[config.mk]
export PLATFORM = sky130hd
export DESIGN_NAME = knock_interval_recorder
export DESIGN_NICKNAME = d
export VERILOG_FILES = /design/src/rtl/kir_pkg.sv /design/src/rtl/knock_interval_recorder.sv /design/src/rtl/kir_window.sv /design/src/rtl/kir_divider.sv /design/src/rtl/kir_store.sv
export VERILOG_INCLUDE_DIRS = /design/src /design/src/rtl
export SDC_FILE = /design/constraint.sdc
export NUM_CORES = 1
export LEC_CHECK = 0
export ABC_AREA = 1
export BUFFER_PORTS_ARGS = -buffer_cell sky130_fd_sc_hd__buf_2
export CAP_MARGIN = 15
export CORE_UTILIZATION = 25
export CTS_CLUSTER_DIAMETER = 120
export CTS_CLUSTER_SIZE = 30
export DETAILED_ROUTE_END_ITERATION = 8
export GPL_TIMING_DRIVEN = 0
export PLACE_DENSITY = 0.37
export SYNTH_ARGS = -nofsm -noshare
export SYNTH_HDL_FRONTEND = slang
export SYNTH_SLANG_ARGS = --single-unit
[constraint.sdc]
create_clock -name clk -period 8.2 [get_ports clk]
set_input_delay 0.82 -clock clk [delete_from_list [all_inputs] [get_ports clk]]
set_output_delay 0.82 -clock clk [all_outputs]
set_load 0.05 [all_outputs]
[src/rtl/knock_interval_recorder_defines.svh]
// Assertion macros for the recorder top-level RTL.
`ifndef KNOCK_INTERVAL_RECORDER_DEFINES_SVH
`define KNOCK_INTERVAL_RECORDER_DEFINES_SVH

// Same-cycle implication, disabled in reset.
`define KIR_ASSERT_NOW(label, clk, rst_n, cond, consq, msg) \
    label: assert property (@(posedge clk) disable iff (!rst_n) (cond) |-> (consq)) \
        else $error(msg);

// Next-cycle implication, disabled in reset.
`define KIR_ASSERT_NEXT(label, clk, rst_n, cond, consq, msg) \
    label: assert property (@(posedge clk) disable iff (!rst_n) (cond) |=> (consq)) \
        else $error(msg);

`endif

[src/rtl/kir_pkg.sv]
package kir_pkg;

    localparam int WINDOW_DEFAULT        = 10;
    localparam int MAX_INTERVALS_DEFAULT = 32;

    localparam int SAMPLE_W   = 12;
    localparam int ELAPSED_W  = 16;
    localparam int INTERVAL_W = 16;
    localparam int INDEX_W    = 5;
    localparam int COUNT_W    = 6;
    localparam int TOTAL_W    = 21;
    localparam int TIMER_W    = 18;
    localparam int GAIN_W     = 4;
    localparam int OFFSET_W   = 12;
    localparam int CFG_DATA_W = 16;
    localparam int SAMPLE_MAX = 4095;

    localparam logic [GAIN_W-1:0]     GAIN_RESET    = 4'd2;
    localparam logic [OFFSET_W-1:0]   OFFSET_RESET  = 12'd200;
    localparam logic [ELAPSED_W-1:0]  HOLDOFF_RESET = 16'd200;
    localparam logic [ELAPSED_W-1:0]  END_GAP_RESET = 16'd2000;

    typedef enum logic [1:0] {
        REG_GAIN    = 2'd0,
        REG_OFFSET  = 2'd1,
        REG_HOLDOFF = 2'd2,
        REG_END_GAP = 2'd3
    } cfg_reg_t;

    typedef struct packed {
        logic [SAMPLE_W-1:0]  sample;
        logic [ELAPSED_W-1:0] elapsed_ms;
    } smp_word_t;

    typedef struct packed {
        logic [INTERVAL_W-1:0] interval_ms;
        logic [INDEX_W-1:0]    interval_index;
        logic [COUNT_W-1:0]    interval_count;
        logic [TOTAL_W-1:0]    total_ms;
        logic                  overflowed;
        logic                  last;
    } ivl_word_t;

    typedef struct packed {
        logic load;
        logic update;
    } win_ctl_t;

    typedef struct packed {
        logic wr_en;
        logic rd_en;
    } store_ctl_t;

    function automatic int sum_width(input int window);
        return $clog2(window * SAMPLE_MAX + 1);
    endfunction

endpackage

[src/rtl/knock_interval_recorder.sv]
// Channel   Direction  Word          Handshake
// smp       in         smp_word_t    smp_valid / smp_stall
// ivl       out        ivl_word_t    ivl_valid / ivl_stall
// cfg       in         cfg_data      cfg_we, cfg_index
//
// Each accepted sample passes through window update, divide start,
// reciprocal multiply and knock decision before the next is accepted.
// A finished pattern then emits one interval at a time, one store read and
// one output beat each, holding each beat while ivl_stall is high.
// Reset is asynchronous; window valid bits stand in for a zeroed window, so
// there is no clearing pass. smp_stall stays high whenever not idle.
module knock_interval_recorder #(
    parameter int WINDOW        = kir_pkg::WINDOW_DEFAULT,
    parameter int MAX_INTERVALS = kir_pkg::MAX_INTERVALS_DEFAULT
) (
    input  logic                            clk,
    input  logic                            rst_n,
    input  logic                            smp_valid,
    output logic                            smp_stall,
    input  kir_pkg::smp_word_t              smp_data,
    output logic                            ivl_valid,
    input  logic                            ivl_stall,
    output kir_pkg::ivl_word_t              ivl_data,
    input  logic                            cfg_we,
    input  kir_pkg::cfg_reg_t               cfg_index,
    input  logic [kir_pkg::CFG_DATA_W-1:0]  cfg_data
);
    import kir_pkg::*;

    `include "knock_interval_recorder_defines.svh"

    localparam int SUM_W = sum_width(WINDOW);
    localparam int IDX_W = (MAX_INTERVALS > 1) ? $clog2(MAX_INTERVALS) : 1;
    localparam int CNT_W = $clog2(MAX_INTERVALS + 1);
    localparam int THR_W = GAIN_W + SAMPLE_W + 1;

    typedef enum logic [6:0] {
        S_IDLE   = 7'b0000001,
        S_UPDATE = 7'b0000010,
        S_START  = 7'b0000100,
        S_DIVIDE = 7'b0001000,
        S_DECIDE = 7'b0010000,
        S_READ   = 7'b0100000,
        S_EMIT   = 7'b1000000
    } state_t;

    state_t                state_reg, state_next;
    smp_word_t             smp_reg, smp_next;
    logic [GAIN_W-1:0]     gain_reg;
    logic [OFFSET_W-1:0]   offset_reg;
    logic [ELAPSED_W-1:0]  holdoff_reg;
    logic [ELAPSED_W-1:0]  end_gap_reg;
    logic [TIMER_W-1:0]    timer_reg, timer_next;
    logic                  active_reg, active_next;
    logic [CNT_W-1:0]      count_reg, count_next;
    logic [TOTAL_W-1:0]    total_reg, total_next;
    logic                  drop_reg, drop_next;
    logic [IDX_W-1:0]      ptr_reg, ptr_next;

    win_ctl_t              win_ctl;
    store_ctl_t            store_ctl;
    logic [SUM_W-1:0]      win_sum;
    logic                  div_start;
    logic                  div_done;
    logic [SAMPLE_W-1:0]   avg;
    logic [INTERVAL_W-1:0] store_rd;

    logic [TIMER_W:0]      timer_sum;
    logic [TOTAL_W:0]      total_sum;
    logic [THR_W-1:0]      threshold;
    logic                  end_due;
    logic                  knock;
    logic                  emit_last;

    kir_window #(.WINDOW(WINDOW)) u_window (
        .clk    (clk),
        .rst_n  (rst_n),
        .ctl    (win_ctl),
        .sample (smp_reg.sample),
        .sum    (win_sum)
    );

    kir_divider #(.WINDOW(WINDOW)) u_divider (
        .clk      (clk),
        .rst_n    (rst_n),
        .start    (div_start),
        .dividend (win_sum),
        .done     (div_done),
        .quotient (avg)
    );

    kir_store #(.MAX_INTERVALS(MAX_INTERVALS)) u_store (
        .clk     (clk),
        .ctl     (store_ctl),
        .wr_addr (count_reg[IDX_W-1:0]),
        .wr_data (timer_reg[INTERVAL_W-1:0]),
        .rd_addr (ptr_reg),
        .rd_data (store_rd)
    );

    assign timer_sum = {1'b0, timer_reg} + (TIMER_W+1)'(smp_reg.elapsed_ms);
    assign total_sum = {1'b0, total_reg} + (TOTAL_W+1)'(timer_reg);
    assign threshold = THR_W'(gain_reg) * THR_W'(avg) + THR_W'(offset_reg);
    assign end_due   = active_reg && (timer_reg > TIMER_W'(end_gap_reg));
    assign knock     = (timer_reg >= TIMER_W'(holdoff_reg))
                    && (THR_W'(smp_reg.sample) >= threshold);
    assign emit_last = (CNT_W'(ptr_reg) + CNT_W'(1)) == count_reg;

    always_comb
    begin
        state_next       = state_reg;
        smp_next         = smp_reg;
        timer_next       = timer_reg;
        active_next      = active_reg;
        count_next       = count_reg;
        total_next       = total_reg;
        drop_next        = drop_reg;
        ptr_next         = ptr_reg;
        win_ctl          = '0;
        store_ctl        = '0;
        div_start        = 1'b0;
        case (state_reg)
            S_IDLE:
            begin
                if (smp_valid)
                begin
                    smp_next     = smp_data;
                    win_ctl.load = 1'b1;
                    state_next   = S_UPDATE;
                end
            end
            S_UPDATE:
            begin
                win_ctl.update = 1'b1;
                timer_next     = timer_sum[TIMER_W] ? '1 : timer_sum[TIMER_W-1:0];
                state_next     = S_START;
            end
            S_START:
            begin
                div_start  = 1'b1;
                state_next = S_DIVIDE;
            end
            S_DIVIDE:
            begin
                if (div_done)
                begin
                    state_next = S_DECIDE;
                end
            end
            S_DECIDE:
            begin
                state_next = S_IDLE;
                ptr_next   = '0;
                if (end_due)
                begin
                    if (count_reg == '0)
                    begin
                        timer_next  = TIMER_W'(holdoff_reg);
                        active_next = 1'b0;
                        total_next  = '0;
                        drop_next   = 1'b0;
                    end
                    else
                    begin
                        state_next = S_READ;
                    end
                end
                else if (knock)
                begin
                    if (active_reg)
                    begin
                        if (count_reg < CNT_W'(MAX_INTERVALS))
                        begin
                            store_ctl.wr_en = 1'b1;
                            count_next      = count_reg + CNT_W'(1);
                            total_next      = total_sum[TOTAL_W] ? '1
                                                                 : total_sum[TOTAL_W-1:0];
                        end
                        else
                        begin
                            drop_next = 1'b1;
                        end
                    end
                    timer_next  = '0;
                    active_next = 1'b1;
                end
            end
            S_READ:
            begin
                store_ctl.rd_en = 1'b1;
                state_next      = S_EMIT;
            end
            S_EMIT:
            begin
                if (!ivl_stall)
                begin
                    if (emit_last)
                    begin
                        timer_next  = '0;
                        active_next = 1'b0;
                        count_next  = '0;
                        total_next  = '0;
                        drop_next   = 1'b0;
                        ptr_next    = '0;
                        state_next  = S_IDLE;
                    end
                    else
                    begin
                        ptr_next   = ptr_reg + IDX_W'(1);
                        state_next = S_READ;
                    end
                end
            end
            default:
            begin
                state_next = S_IDLE;
            end
        endcase
    end

    always_ff @(posedge clk)
    begin
        smp_reg <= smp_next;
    end

    always_ff @(posedge clk or negedge rst_n)
    begin
        if (!rst_n)
        begin
            state_reg   <= S_IDLE;
            gain_reg    <= GAIN_RESET;
            offset_reg  <= OFFSET_RESET;
            holdoff_reg <= HOLDOFF_RESET;
            end_gap_reg <= END_GAP_RESET;
            timer_reg   <= '0;
            active_reg  <= 1'b0;
            count_reg   <= '0;
            total_reg   <= '0;
            drop_reg    <= 1'b0;
            ptr_reg     <= '0;
        end
        else
        begin
            state_reg  <= state_next;
            timer_reg  <= timer_next;
            active_reg <= active_next;
            count_reg  <= count_next;
            total_reg  <= total_next;
            drop_reg   <= drop_next;
            ptr_reg    <= ptr_next;
            if (cfg_we)
            begin
                case (cfg_index)
                    REG_GAIN:    gain_reg    <= cfg_data[GAIN_W-1:0];
                    REG_OFFSET:  offset_reg  <= cfg_data[OFFSET_W-1:0];
                    REG_HOLDOFF: holdoff_reg <= cfg_data[ELAPSED_W-1:0];
                    REG_END_GAP: end_gap_reg <= cfg_data[ELAPSED_W-1:0];
                    default:     gain_reg    <= gain_reg;
                endcase
            end
        end
    end

    assign smp_stall = (state_reg != S_IDLE);
    assign ivl_valid = (state_reg == S_EMIT);

    assign ivl_data.interval_ms    = store_rd;
    assign ivl_data.interval_index = INDEX_W'(ptr_reg);
    assign ivl_data.interval_count = COUNT_W'(count_reg);
    assign ivl_data.total_ms       = total_reg;
    assign ivl_data.overflowed     = drop_reg;
    assign ivl_data.last           = emit_last;

    `KIR_ASSERT_NOW(a_emit_blocks_input, clk, rst_n, ivl_valid, smp_stall,
        "input accepted while a word is pending")
    `KIR_ASSERT_NOW(a_count_cap, clk, rst_n, 1'b1, count_reg <= CNT_W'(MAX_INTERVALS),
        "stored count exceeds capacity")
    `KIR_ASSERT_NOW(a_ptr_in_range, clk, rst_n, ivl_valid, CNT_W'(ptr_reg) < count_reg,
        "emit pointer past stored count")
    `KIR_ASSERT_NEXT(a_emit_clears, clk, rst_n, ivl_valid && !ivl_stall && emit_last,
        (count_reg == '0) && !active_reg && (state_reg == S_IDLE),
        "pattern not cleared after last word")

endmodule

[src/rtl/kir_window.sv]
module kir_window #(
    parameter int  WINDOW = kir_pkg::WINDOW_DEFAULT,
    localparam int SUM_W  = kir_pkg::sum_width(WINDOW)
) (
    input  logic                          clk,
    input  logic                          rst_n,
    input  kir_pkg::win_ctl_t             ctl,
    input  logic [kir_pkg::SAMPLE_W-1:0]  sample,
    output logic [SUM_W-1:0]              sum
);
    import kir_pkg::*;

    localparam int SLOT_W = $clog2(WINDOW);

    logic [SAMPLE_W-1:0] mem [WINDOW];
    logic [WINDOW-1:0]   valid_reg;
    logic [SLOT_W-1:0]   slot_reg;
    logic [SUM_W-1:0]    sum_reg;
    logic [SAMPLE_W-1:0] rd_data_reg;
    logic                rd_valid_reg;
    logic [SAMPLE_W-1:0] old_sample;
    logic [SUM_W-1:0]    sum_next;
    logic [SLOT_W-1:0]   slot_next;

    always_ff @(posedge clk)
    begin
        if (ctl.load)
        begin
            rd_data_reg <= mem[slot_reg];
        end
        if (ctl.update)
        begin
            mem[slot_reg] <= sample;
        end
    end

    assign old_sample = rd_valid_reg ? rd_data_reg : '0;
    assign sum_next   = sum_reg - SUM_W'(old_sample) + SUM_W'(sample);
    assign slot_next  = (slot_reg == SLOT_W'(WINDOW - 1)) ? '0 : slot_reg + SLOT_W'(1);

    always_ff @(posedge clk or negedge rst_n)
    begin
        if (!rst_n)
        begin
            valid_reg    <= '0;
            slot_reg     <= '0;
            sum_reg      <= '0;
            rd_valid_reg <= 1'b0;
        end
        else
        begin
            if (ctl.load)
            begin
                rd_valid_reg <= valid_reg[slot_reg];
            end
            if (ctl.update)
            begin
                valid_reg[slot_reg] <= 1'b1;
                slot_reg            <= slot_next;
                sum_reg             <= sum_next;
            end
        end
    end

    assign sum = sum_reg;

endmodule

[src/rtl/kir_divider.sv]
module kir_divider #(
    parameter int  WINDOW = kir_pkg::WINDOW_DEFAULT,
    localparam int SUM_W  = kir_pkg::sum_width(WINDOW)
) (
    input  logic                          clk,
    input  logic                          rst_n,
    input  logic                          start,
    input  logic [SUM_W-1:0]              dividend,
    output logic                          done,
    output logic [kir_pkg::SAMPLE_W-1:0]  quotient
);
    import kir_pkg::*;

    // Divide by WINDOW as a multiply by a rounded-up reciprocal, exact for
    // every SUM_W-bit dividend.
    localparam int SHIFT   = SUM_W + $clog2(WINDOW);
    localparam int RECIP_W = SUM_W + 1;
    localparam int PROD_W  = SUM_W + RECIP_W;
    localparam logic [RECIP_W-1:0] RECIP =
        RECIP_W'(((64'd1 << SHIFT) + 64'(WINDOW) - 64'd1) / 64'(WINDOW));

    logic [PROD_W-1:0]   product;
    logic [SAMPLE_W-1:0] quo_reg;
    logic                done_reg;

    assign product = PROD_W'(dividend) * PROD_W'(RECIP);

    always_ff @(posedge clk)
    begin
        if (start)
        begin
            quo_reg <= product[SHIFT +: SAMPLE_W];
        end
    end

    always_ff @(posedge clk or negedge rst_n)
    begin
        if (!rst_n)
        begin
            done_reg <= 1'b0;
        end
        else
        begin
            done_reg <= start;
        end
    end

    assign done     = done_reg;
    assign quotient = quo_reg;

endmodule

[src/rtl/kir_store.sv]
module kir_store #(
    parameter int  MAX_INTERVALS = kir_pkg::MAX_INTERVALS_DEFAULT,
    localparam int IDX_W         = (MAX_INTERVALS > 1) ? $clog2(MAX_INTERVALS) : 1
) (
    input  logic                            clk,
    input  kir_pkg::store_ctl_t             ctl,
    input  logic [IDX_W-1:0]                wr_addr,
    input  logic [kir_pkg::INTERVAL_W-1:0]  wr_data,
    input  logic [IDX_W-1:0]                rd_addr,
    output logic [kir_pkg::INTERVAL_W-1:0]  rd_data
);
    import kir_pkg::*;

    logic [INTERVAL_W-1:0] mem [MAX_INTERVALS];
    logic [INTERVAL_W-1:0] rd_data_reg;

    always_ff @(posedge clk)
    begin
        if (ctl.wr_en)
        begin
            mem[wr_addr] <= wr_data;
        end
        if (ctl.rd_en)
        begin
            rd_data_reg <= mem[rd_addr];
        end
    end

    assign rd_data = rd_data_reg;

endmodule
Word level (Yosys, flattened, before mapping)
Memories as Yosys holds them, arrays and structs flattened. A register that Yosys moved wholly into a read port is not among the register bits. Cells that the tools add are included.

Memories: 2. Bits in writable memories: 632. Flip-flop bits (word level): 179. Word-level logic and storage cells: 148. Bits of input ports: 51.

Memories: u_store.mem (depth 32, bits a word 16, rd ports 1, clocked after Yosys merged registers in 1, wr ports 1, line kir_store.sv:14) `logic [INTERVAL_W-1:0] mem [MAX_INTERVALS];`; u_window.mem (depth 10, bits a word 12, rd ports 1, clocked after Yosys merged registers in 1, wr ports 1, line kir_window.sv:15) `logic [SAMPLE_W-1:0] mem [WINDOW];`.

Bitwise operators: 1. Mux-type cells: 64. Add/subtract/negate cells: 9. Multiply operators: 2. Equal/unequal tests: 26. Order comparisons: 6. Reduce and logical (&&, ||, !) cells: 19.

Operators with widths (number): 21-bit 2-to-1 mux (8); 18-bit 2-to-1 mux (6); 6-bit 2-to-1 mux (9); 18-bit case mux with 3 select lines (1); 7-bit case mux with 7 select lines (1); 21-bit case mux with 2 select lines (1); 16-bit by 16-bit multiplier with 31-bit output, second input constant (1); 1-bit 2-to-1 mux (25); 21-bit by 18-bit adder with 22-bit output (1); 7-bit 2-to-1 mux (3); 7-bit AND reduction (3); 18-bit by 16-bit adder with 19-bit output (1); 18-bit by 16-bit >= comparator with 1-bit output (1); 18-bit by 16-bit > comparator with 1-bit output (1); 16-bit by 12-bit adder with 17-bit output (1); 12-bit by 17-bit >= comparator with 1-bit output (1); 16-bit by 12-bit adder with 16-bit output (1); 4-bit by 12-bit multiplier with 16-bit output (1); 16-bit by 12-bit subtractor with 16-bit output (1); 3-bit != test, second input constant (5); 12-bit 2-to-1 mux (1); 2-bit != test, second input constant (6); 6-bit case mux with 2 select lines (1); 2-bit AND reduction (6); 34 further kinds (41).

Depth between registers and ports, before layout
Gate-level depths: netlist of run 1.

Depth after elaboration: 9. Depth in mapped cells: 32.

Modules after synthesis
From an unflattened synthesis of run 1, not the netlist that was laid out.

Cells, all modules: 4729. Area, all modules: 45912.8 um^2.

Modules (own cells, without submodules): kir_store (cells each 1794, area an instance 21461.8 um^2, instances 1); knock_interval_recorder (cells each 1541, area an instance 11277.1 um^2, instances 1); kir_window (cells each 688, area an instance 7583.5 um^2, instances 1); kir_divider (cells each 706, area an instance 5590.4 um^2, instances 1).

Least setup slack after synthesis of run 1
Ideal clock, no wire load.

Path type: register to register. From: reg gain_reg[1]. To: mem u_store.mem[0][0] (enable). Stages on the path, launching flop included: 26. Library setup time: 0.388 ns. Arrival time: 5.495 ns. Slack: 2.317 ns. Cell sequence: dfstp_2 -> clkbuf_1 -> nand2_1 -> fa_1 -> fa_1 -> fa_1 -> inv_1 -> ha_1 -> nand3_1 -> nand3_1 -> nand2_1 -> nand2_1 -> a31oi_1 -> xor2_1 -> ha_1 -> nand2_1 -> nor2_1 -> nand4_1 -> nor2_1 -> nor2_1 -> nand2_1 -> nand3_1 -> nor2_1 -> and3_1 -> nand4_4 -> nor2_1.

Word-level cells in the longest chain between the ends: 9.

Ends and longest elaborated chain: start, declared (line knock_interval_recorder.sv:49) `logic [GAIN_W-1:0] gain_reg;`; start signal, assigned (line knock_interval_recorder.sv:254) `REG_GAIN: gain_reg <= cfg_data[GAIN_W-1:0];`; start signal, assigned (line knock_interval_recorder.sv:258) `default: gain_reg <= gain_reg;`; 4-bit by 12-bit multiplier with 16-bit output (line knock_interval_recorder.sv:103) `assign threshold = THR_W'(gain_reg) * THR_W'(avg) + THR_W'(offset_reg);`; 16-bit by 12-bit adder with 17-bit output (line knock_interval_recorder.sv:103); 12-bit by 17-bit >= comparator with 1-bit output (line knock_interval_recorder.sv:106) `&& (THR_W'(smp_reg.sample) >= threshold);`; 1-bit logical AND (line knock_interval_recorder.sv:106); 1-bit 2-to-1 mux (line knock_interval_recorder.sv:168) `else if (knock)`; 1-bit 2-to-1 mux (line knock_interval_recorder.sv:154) `if (end_due)`; 1-bit 2-to-1 mux (line knock_interval_recorder.sv:122) `case (state_reg)`; 1-bit 2-to-1 mux (line kir_store.sv:19) `if (ctl.wr_en)`; 1-bit 2-to-1 mux (not written as such) (line kir_store.sv:21) `mem[wr_addr] <= wr_data;`; end, declared (line kir_store.sv:14).

Every way passes these cells.

Final worst setup path of run 1
From: reg gain_reg[1]. To: mem u_store.mem[22][14] (enable).

Same word-level chain as after synthesis.

==> results of run 1 <==
-- worst max-delay path by stage --
stage           startpoint                  end  slack, ns  depth (start not counted)
2_1_floorplan  gain_reg[1]    u_store.mem[0][0]       2.32                         25
3_3_place_gp   gain_reg[1]   u_store.mem[20][9]      -0.06                         25
3_5_place_dp   gain_reg[1]  u_store.mem[15][12]       1.05                         26
4_1_cts        gain_reg[1]   u_store.mem[15][8]       1.02                         26
5_1_grt        gain_reg[1]   u_store.mem[15][8]       0.66                         26
6_report       gain_reg[1]  u_store.mem[22][14]       1.13                         26
-- cells by family (layout without fill, tap and decap cells) --
family / Yosys count / in the layout / share of synthesized area, %
compound gates: 852 / 852 / 11.52
xor+xnor: 56 / 56 / 1.127
fa+ha+maj: 377 / 377 / 13.02
buf+inv: 662 / 884 / 5.855
flops: 839 / 839 / 56.35
other cells: 0 / 1 / 0
simple gates: 1241 / 1241 / 12.14
-- cells in the final DEF (no fill, tap or decap), types with 21 or more instances in the layout --
cell,instances
o21ai_0,420
fa_1,126
inv_1,495
nor2_2,35
nor2_1,457
clkbuf_1,134
nand4_1,36
o221ai_1,96
xor2_1,33
ha_1,251
nand2_1,484
nand3_1,133
edfxtp_1,700
o22ai_1,40
dfrtp_1,109
o21ai_1,28
clkbuf_16,39
a21oi_1,141
nor3_1,28
a31oi_1,21
buf_2,111
xnor2_1,23
a22oi_1,50
-- per-stage QoR --
step / TNS (ns) / util [%] / std cells / hold WS (ns)
6_report: 0 / 28.63 / 6560 / 0.07519
3_3_place_gp: -0.8565 / 27.22 / 6439 / 0.4425
3_5_place_dp: 0 / 27.93 / 6494 / 0.4451
5_1_grt: 0 / 28.63 / 6559 / 0.07920
4_1_cts: 0 / 28.62 / 6557 / 0.05524
2_1_floorplan: 0 / - / 4027 / 0.4226
-- per-layer routing --
layer  wire (um)  vias up
li1            -    14400
met1       67440    15380
met2       80820      564
met3        4907      123
met4        3506        2
met5          17        -
-- layout make-up --
cell class | instances | share of cell area (%)
Timing Repair Buffer | 159 | 3.211
Antenna cell | 1 | 0.005073
Multi-Input combinational cell | 2526 | 33.61
Clock buffer | 49 | 2.054
Inverter | 505 | 3.842
Clock inverter | 14 | 0.3652
Sequential cell | 839 | 49.74
Tap cell | 2310 | 5.859
Buffer | 157 | 1.321
==> out/qor.csv, run 1 <==
metric,value,unit
worst_pin_slew,1.142,ns
ant_nets,0,
io_pins,103,
start_kind,flip-flop,
ys_types,60,
r2r_setup_slack,1.13,ns
num_vias,30460,
routed_wl,156.7,mm
drv_cap,0,
finalMaxSlewViolations,0,
reg2reg_to,u_store.mem[22][14],
row_count,152,
crit-reg2reg-launch,gain_reg[1],
rsz0062_at_grt,no,
syn_area,0.04351,mm^2
yosysTopAreaCell,edfxtp_1,
crit_type,flip-flop to flip-flop,
max_freq,0.1415,GHz
vias_per_cell,4.644,
ctsResizeCount,0,
track_usage,17.77,%
clock_sinks,839,
post_cts_buffers,0,
fin_nets,4653,
yosysMostFrequentCell,edfxtp_1,
grtUsageMet2,32.32,%
busiest_layer,met2,
path_buf_inv,5,
synth_ff_type,edfxtp_1,
ys_warn_count,0,
clk_path_buf_depth,3,
nFillCells,18180,
critical-path-max-stage-delay,0.76,ns
largest_reg_flops,512,
post-route-drc-count,0,
core_area,0.1723,mm^2
htree_levels,2,
synth_cells,4027,
area_delta_synth_final,13.38,%
status,completed,
globalRoute.totalOverflow,0,
grt_pass1_vias,30720,
multi_input_area,0.01658,mm^2
synth-seq-cells,839,
syn_nets,4455,
numCtsBuffers,37,
final-seq-area,0.02454,mm^2
antenna_found_initial,9,
use_met1,22.70,%
slew_headroom,23.86,%
fin_skew,0.07060,ns
fin_area,0.04933,mm^2
endpoint_kind,flip-flop,
start_util,25.25,%
yosysTopAreaCellShare,48.31,%
grt_pass1_wl,224.5,mm
hold_viol_final,0,
initialDrtViolationCount,2329,
cts_hold_buf,0,
r2r_cells,26,
ys_top_cells_by_count,"700 x edfxtp_1, 495 x inv_1, 493 x nor2_1",
cp_data_arrival_time,7.44,ns
post-route-period-util,86.19,%
dp_hpwl,117.1,mm
crit_top_cell,nand2_1,
postLayoutSetupSlackWorst,1.132,ns
die-area,0.1757,mm^2
gp_congestion,0.8501,
period_needed,7.068,ns
syn_avg_cell_area,10.80,um^2
synthTopCellsByArea,"edfxtp_1 48%, ha_1 7.2%, dfrtp_1 7.2%, fa_1 5.8%, o21ai_0 4.8%",
gr-usage-met3,1.404,%
async_reset_ff_share,16.57,%
ys_seq_area_share,56.35,%
cp_max_fo,10,
required,8.57,ns
die_height,419.2,um
crit_family,simple AND/OR/NAND/NOR gates,
finalSetupViolations,0,
cts-root-buf,clkbuf_16,
port_buffers,102,
wl_per_cell,23.89,um
dpl_cell_area,0.04812,mm^2
dieWidth,419.2,um
post-place-ws,1.053,ns
clk_latency,0.69,ns
dr.pass1.iters,5,
crit_slowest_cell,nor2_2,
hp-class,input port to asynchronous set/reset pin,
tritoncts,done,
synth_edf_count,700,
drive_gt1_share,8.261,%
grt_max_degree,98,
cts.clk_slew.worst_paths,0.12,ns
Power of run 1 is left out: the tool's default activity adds up to more than one toggle a clock period on the data nets, which glitch-free logic cannot reach.
==> inputs of run 2 (changes only) <==
ABC_AREA = unset   (was 1)
CORE_UTILIZATION = 63   (was 25)
PLACE_DENSITY = 0.78   (was 0.37)
==> out/qor.csv, run 2 <==
metric,value,unit,change
mostFrequentLayoutCells,"700 x edfxtp_1, 327 x inv_1, 251 x ha_1",,"was 700 x edfxtp_1, 495 x inv_1, 484 x nand2_1"
clk_latency,0.62,ns,was 0.69 ns
slew_headroom,30.89,%,was 23.86%
io_pins,103,,unchanged
crit_type,flip-flop to flip-flop,,unchanged
hp-class,input port to asynchronous set/reset pin,,unchanged
wl_per_cell,25.72,um,was 23.89 um
largest_reg_flops,512,,unchanged
start_util,63.82,%,was 25.25%
ys_types,74,,was 60
yosysTopAreaCell,edfxtp_1,,unchanged
routed_wl,99.11,mm,was 156.7 mm
synth_ff_type,edfxtp_1,,unchanged
cts_hold_buf,0,,unchanged
reg2reg_to,u_store.mem[21][14],,was u_store.mem[22][14]
r2r_setup_slack,0.05,ns,was 1.13 ns
drive_gt1_share,18.22,%,was 8.261%
r2r_cells,25,,was 26
finalSetupViolations,0,,unchanged
final-seq-area,0.02452,mm^2,was 0.02454 mm^2
rsz0062_at_grt,yes,,was no
die_height,260.3,um,was 419.2 um
clk_path_buf_depth,3,,unchanged
syn_area,0.04203,mm^2,was 0.04351 mm^2
ys_warn_count,0,,unchanged
async_reset_ff_share,16.57,%,unchanged
fin_skew,0.04180,ns,was 0.07060 ns
synth_cells,2771,,was 4027
grt_pass1_vias,24910,,was 30.72k
yosysMostFrequentCell,edfxtp_1,,unchanged
hold_viol_final,0,,unchanged
globalRoute.totalOverflow,0,,unchanged
synthTopCellsByArea,"edfxtp_1 50%, mux4_2 10%, ha_1 7.5%, dfrtp_1 7.4%, fa_1 6.0%",,"was edfxtp_1 48%, ha_1 7.2%, dfrtp_1 7.2%, fa_1 5.8%, o21ai_0 4.8%"
grt_pass1_wl,148.5,mm,was 224.5 mm
multi_input_area,0.01612,mm^2,was 0.01658 mm^2
num_vias,24510,,was 30.46k
htree_levels,2,,unchanged
initialDrtViolationCount,2763,,was 2329
layout_commonest_cell,edfxtp_1,,unchanged
cts-root-buf,clkbuf_16,,unchanged
cts.clk_slew.worst_paths,0.12,ns,about the same
cp_max_fo,10,,unchanged
row_count,94,,was 152
crit_slowest_cell,nor4_4,,was nor2_2
core_area,0.06586,mm^2,was 0.1723 mm^2
start_kind,flip-flop,,unchanged
syn_nets,3199,,was 4455
gp_congestion,0.9515,,was 0.8501
endpoint_kind,flip-flop,,unchanged
tritoncts,done,,unchanged
grt_max_degree,89,,was 98
ys_seq_area_share,58.33,%,was 56.35%
post-place-ws,-0.2148,ns,was 1.053 ns
required,8.52,ns,was 8.57 ns
dr.pass1.iters,8,,was 5
post-route-period-util,99.43,%,was 86.19%
dieWidth,260.3,um,was 419.2 um
dp_hpwl,71.77,mm,was 117.1 mm
yosysTopAreaCellShare,50.01,%,was 48.31%
port_buffers,102,,unchanged
worst_pin_slew,1.037,ns,was 1.142 ns
cp_data_arrival_time,8.47,ns,was 7.44 ns
area_delta_synth_final,8.755,%,was 13.38%
drv_cap,0,,unchanged
fin_nets,3387,,was 4653
ant_nets,0,,unchanged
max_freq,0.1227,GHz,was 0.1415 GHz
die-area,0.06775,mm^2,was 0.1757 mm^2
antenna_found_initial,5,,was 9
synth-seq-cells,839,,unchanged
ys_top_cells_by_count,"700 x edfxtp_1, 327 x inv_1, 251 x ha_1",,"was 700 x edfxtp_1, 495 x inv_1, 493 x nor2_1"
finalMaxSlewViolations,0,,unchanged
syn_avg_cell_area,15.17,um^2,was 10.80 um^2
status,completed,,unchanged
critical-path-max-stage-delay,0.72,ns,was 0.76 ns
numCtsBuffers,34,,was 37
clock_sinks,839,,unchanged
track_usage,29.58,%,was 17.77%
post-route-drc-count,0,,unchanged
vias_per_cell,6.360,,was 4.644
final_cells,3853,,was 6560
crit-reg2reg-launch,gain_reg[1],,unchanged
nFillCells,4239,,was 18.18k
synth_edf_count,700,,unchanged
period_needed,8.153,ns,was 7.068 ns
postLayoutSetupSlackWorst,0.04702,ns,was 1.132 ns
dp.cells,3780,,was 6494
## run 2: changes by cell type after synthesis, sizes merged, moves of 31 or more
cell / change
nand2: -410
o21ai: -352
nand4: -31
and2: +55
o22ai: -37
a21oi: -60
a22oi: -49
mux2: +66
clkbuf: -65
nor2: -376
nand3: -98
inv: -175
o221ai: -94
mux4: +186
## run 2: cell type report
| cell class | instances | area share (%) |
|---|---|---|
| diodes | 4 | 0.02190 |
| plain buffers | 88 | 0.7856 |
| clock buffers | 57 | 2.097 |
| clock inverters | 5 | 0.1560 |
| inverters | 330 | 2.710 |
| multi-input cells | 1514 | 35.27 |
| flip-flops and latches | 839 | 53.64 |
| well taps | 864 | 2.365 |
| repair buffers | 152 | 2.953 |
## run 2: per-stage QoR
stage / TNS, ns / area [um^2] / hold slack, ns / utilization (%)
global placement: -119.62 / 43620 / 0.4474 / 66.23
floorplan: 0 / 42030 / 0.4337 / -
finish: 0 / 45710 / 0.1663 / 69.40
global route: -26.02 / 45710 / 0.1981 / 69.40
detailed placement: -21.26 / 44440 / 0.4536 / 67.47
CTS: 0 / 45480 / 0.1761 / 69.05
## run 2: worst max-delay path by stage
| stage | endpoint | depth (start not counted) | from | slack (ns) |
|---|---|---|---|---|
| final | u_store.mem[21][14] | 25 | gain_reg[1] | 0.05 |
| after global routing | u_store.mem[18][7] | 24 | gain_reg[1] | -0.29 |
| after CTS | u_store.mem[16][7] | 24 | gain_reg[1] | 0.07 |
| after detailed placement | u_store.mem[22][6] | 25 | gain_reg[1] | -0.21 |
| after global placement | u_store.mem[2][6] | 24 | gain_reg[1] | -0.37 |
| after floorplan | u_store.mem[12][0] | 24 | gain_reg[1] | 1.30 |
## run 2: critical path: cells and delay by family (launching register included)
family,cells,cell delay [ns]
AO/OA/AOI/OAI,10,1.78
AND/OR/NAND/NOR,6,2.64
flip-flops,1,0.56
XOR/XNOR,1,0.09
adder cells (fa/ha/maj),5,2.19
buffers and inverters,3,0.59
## run 2: cells by family after synthesis
family / count (synthesis) / synth area share, %
AND/OR/NAND/NOR: 445 / 5.302
AO/OA/AOI/OAI: 357 / 5.582
buffers and inverters: 418 / 3.801
adder cells (fa/ha/maj): 377 / 13.47
XOR/XNOR: 66 / 1.375
multiplexers: 269 / 12.14
flip-flops: 839 / 58.33
## run 2: what timing repair did
item,CTS,global route
gates resized for setup,3,23
pin swaps,0,3
buffers inserted,0,3
setup endpoints to repair,246,349
## run 2: per-layer routing
| metal | global-route usage, % | wire, um | part of all wire, % |
|---|---|---|---|
| met5 | 0 | 25 | 0.025 |
| met3 | 3.934 | 7807 | 7.9 |
| met4 | 11.70 | 4481 | 4.5 |
| met1 | 39.73 | 37690 | 38 |
| met2 | 49.48 | 49100 | 50 |
Power of run 2 is left out for the same reason.
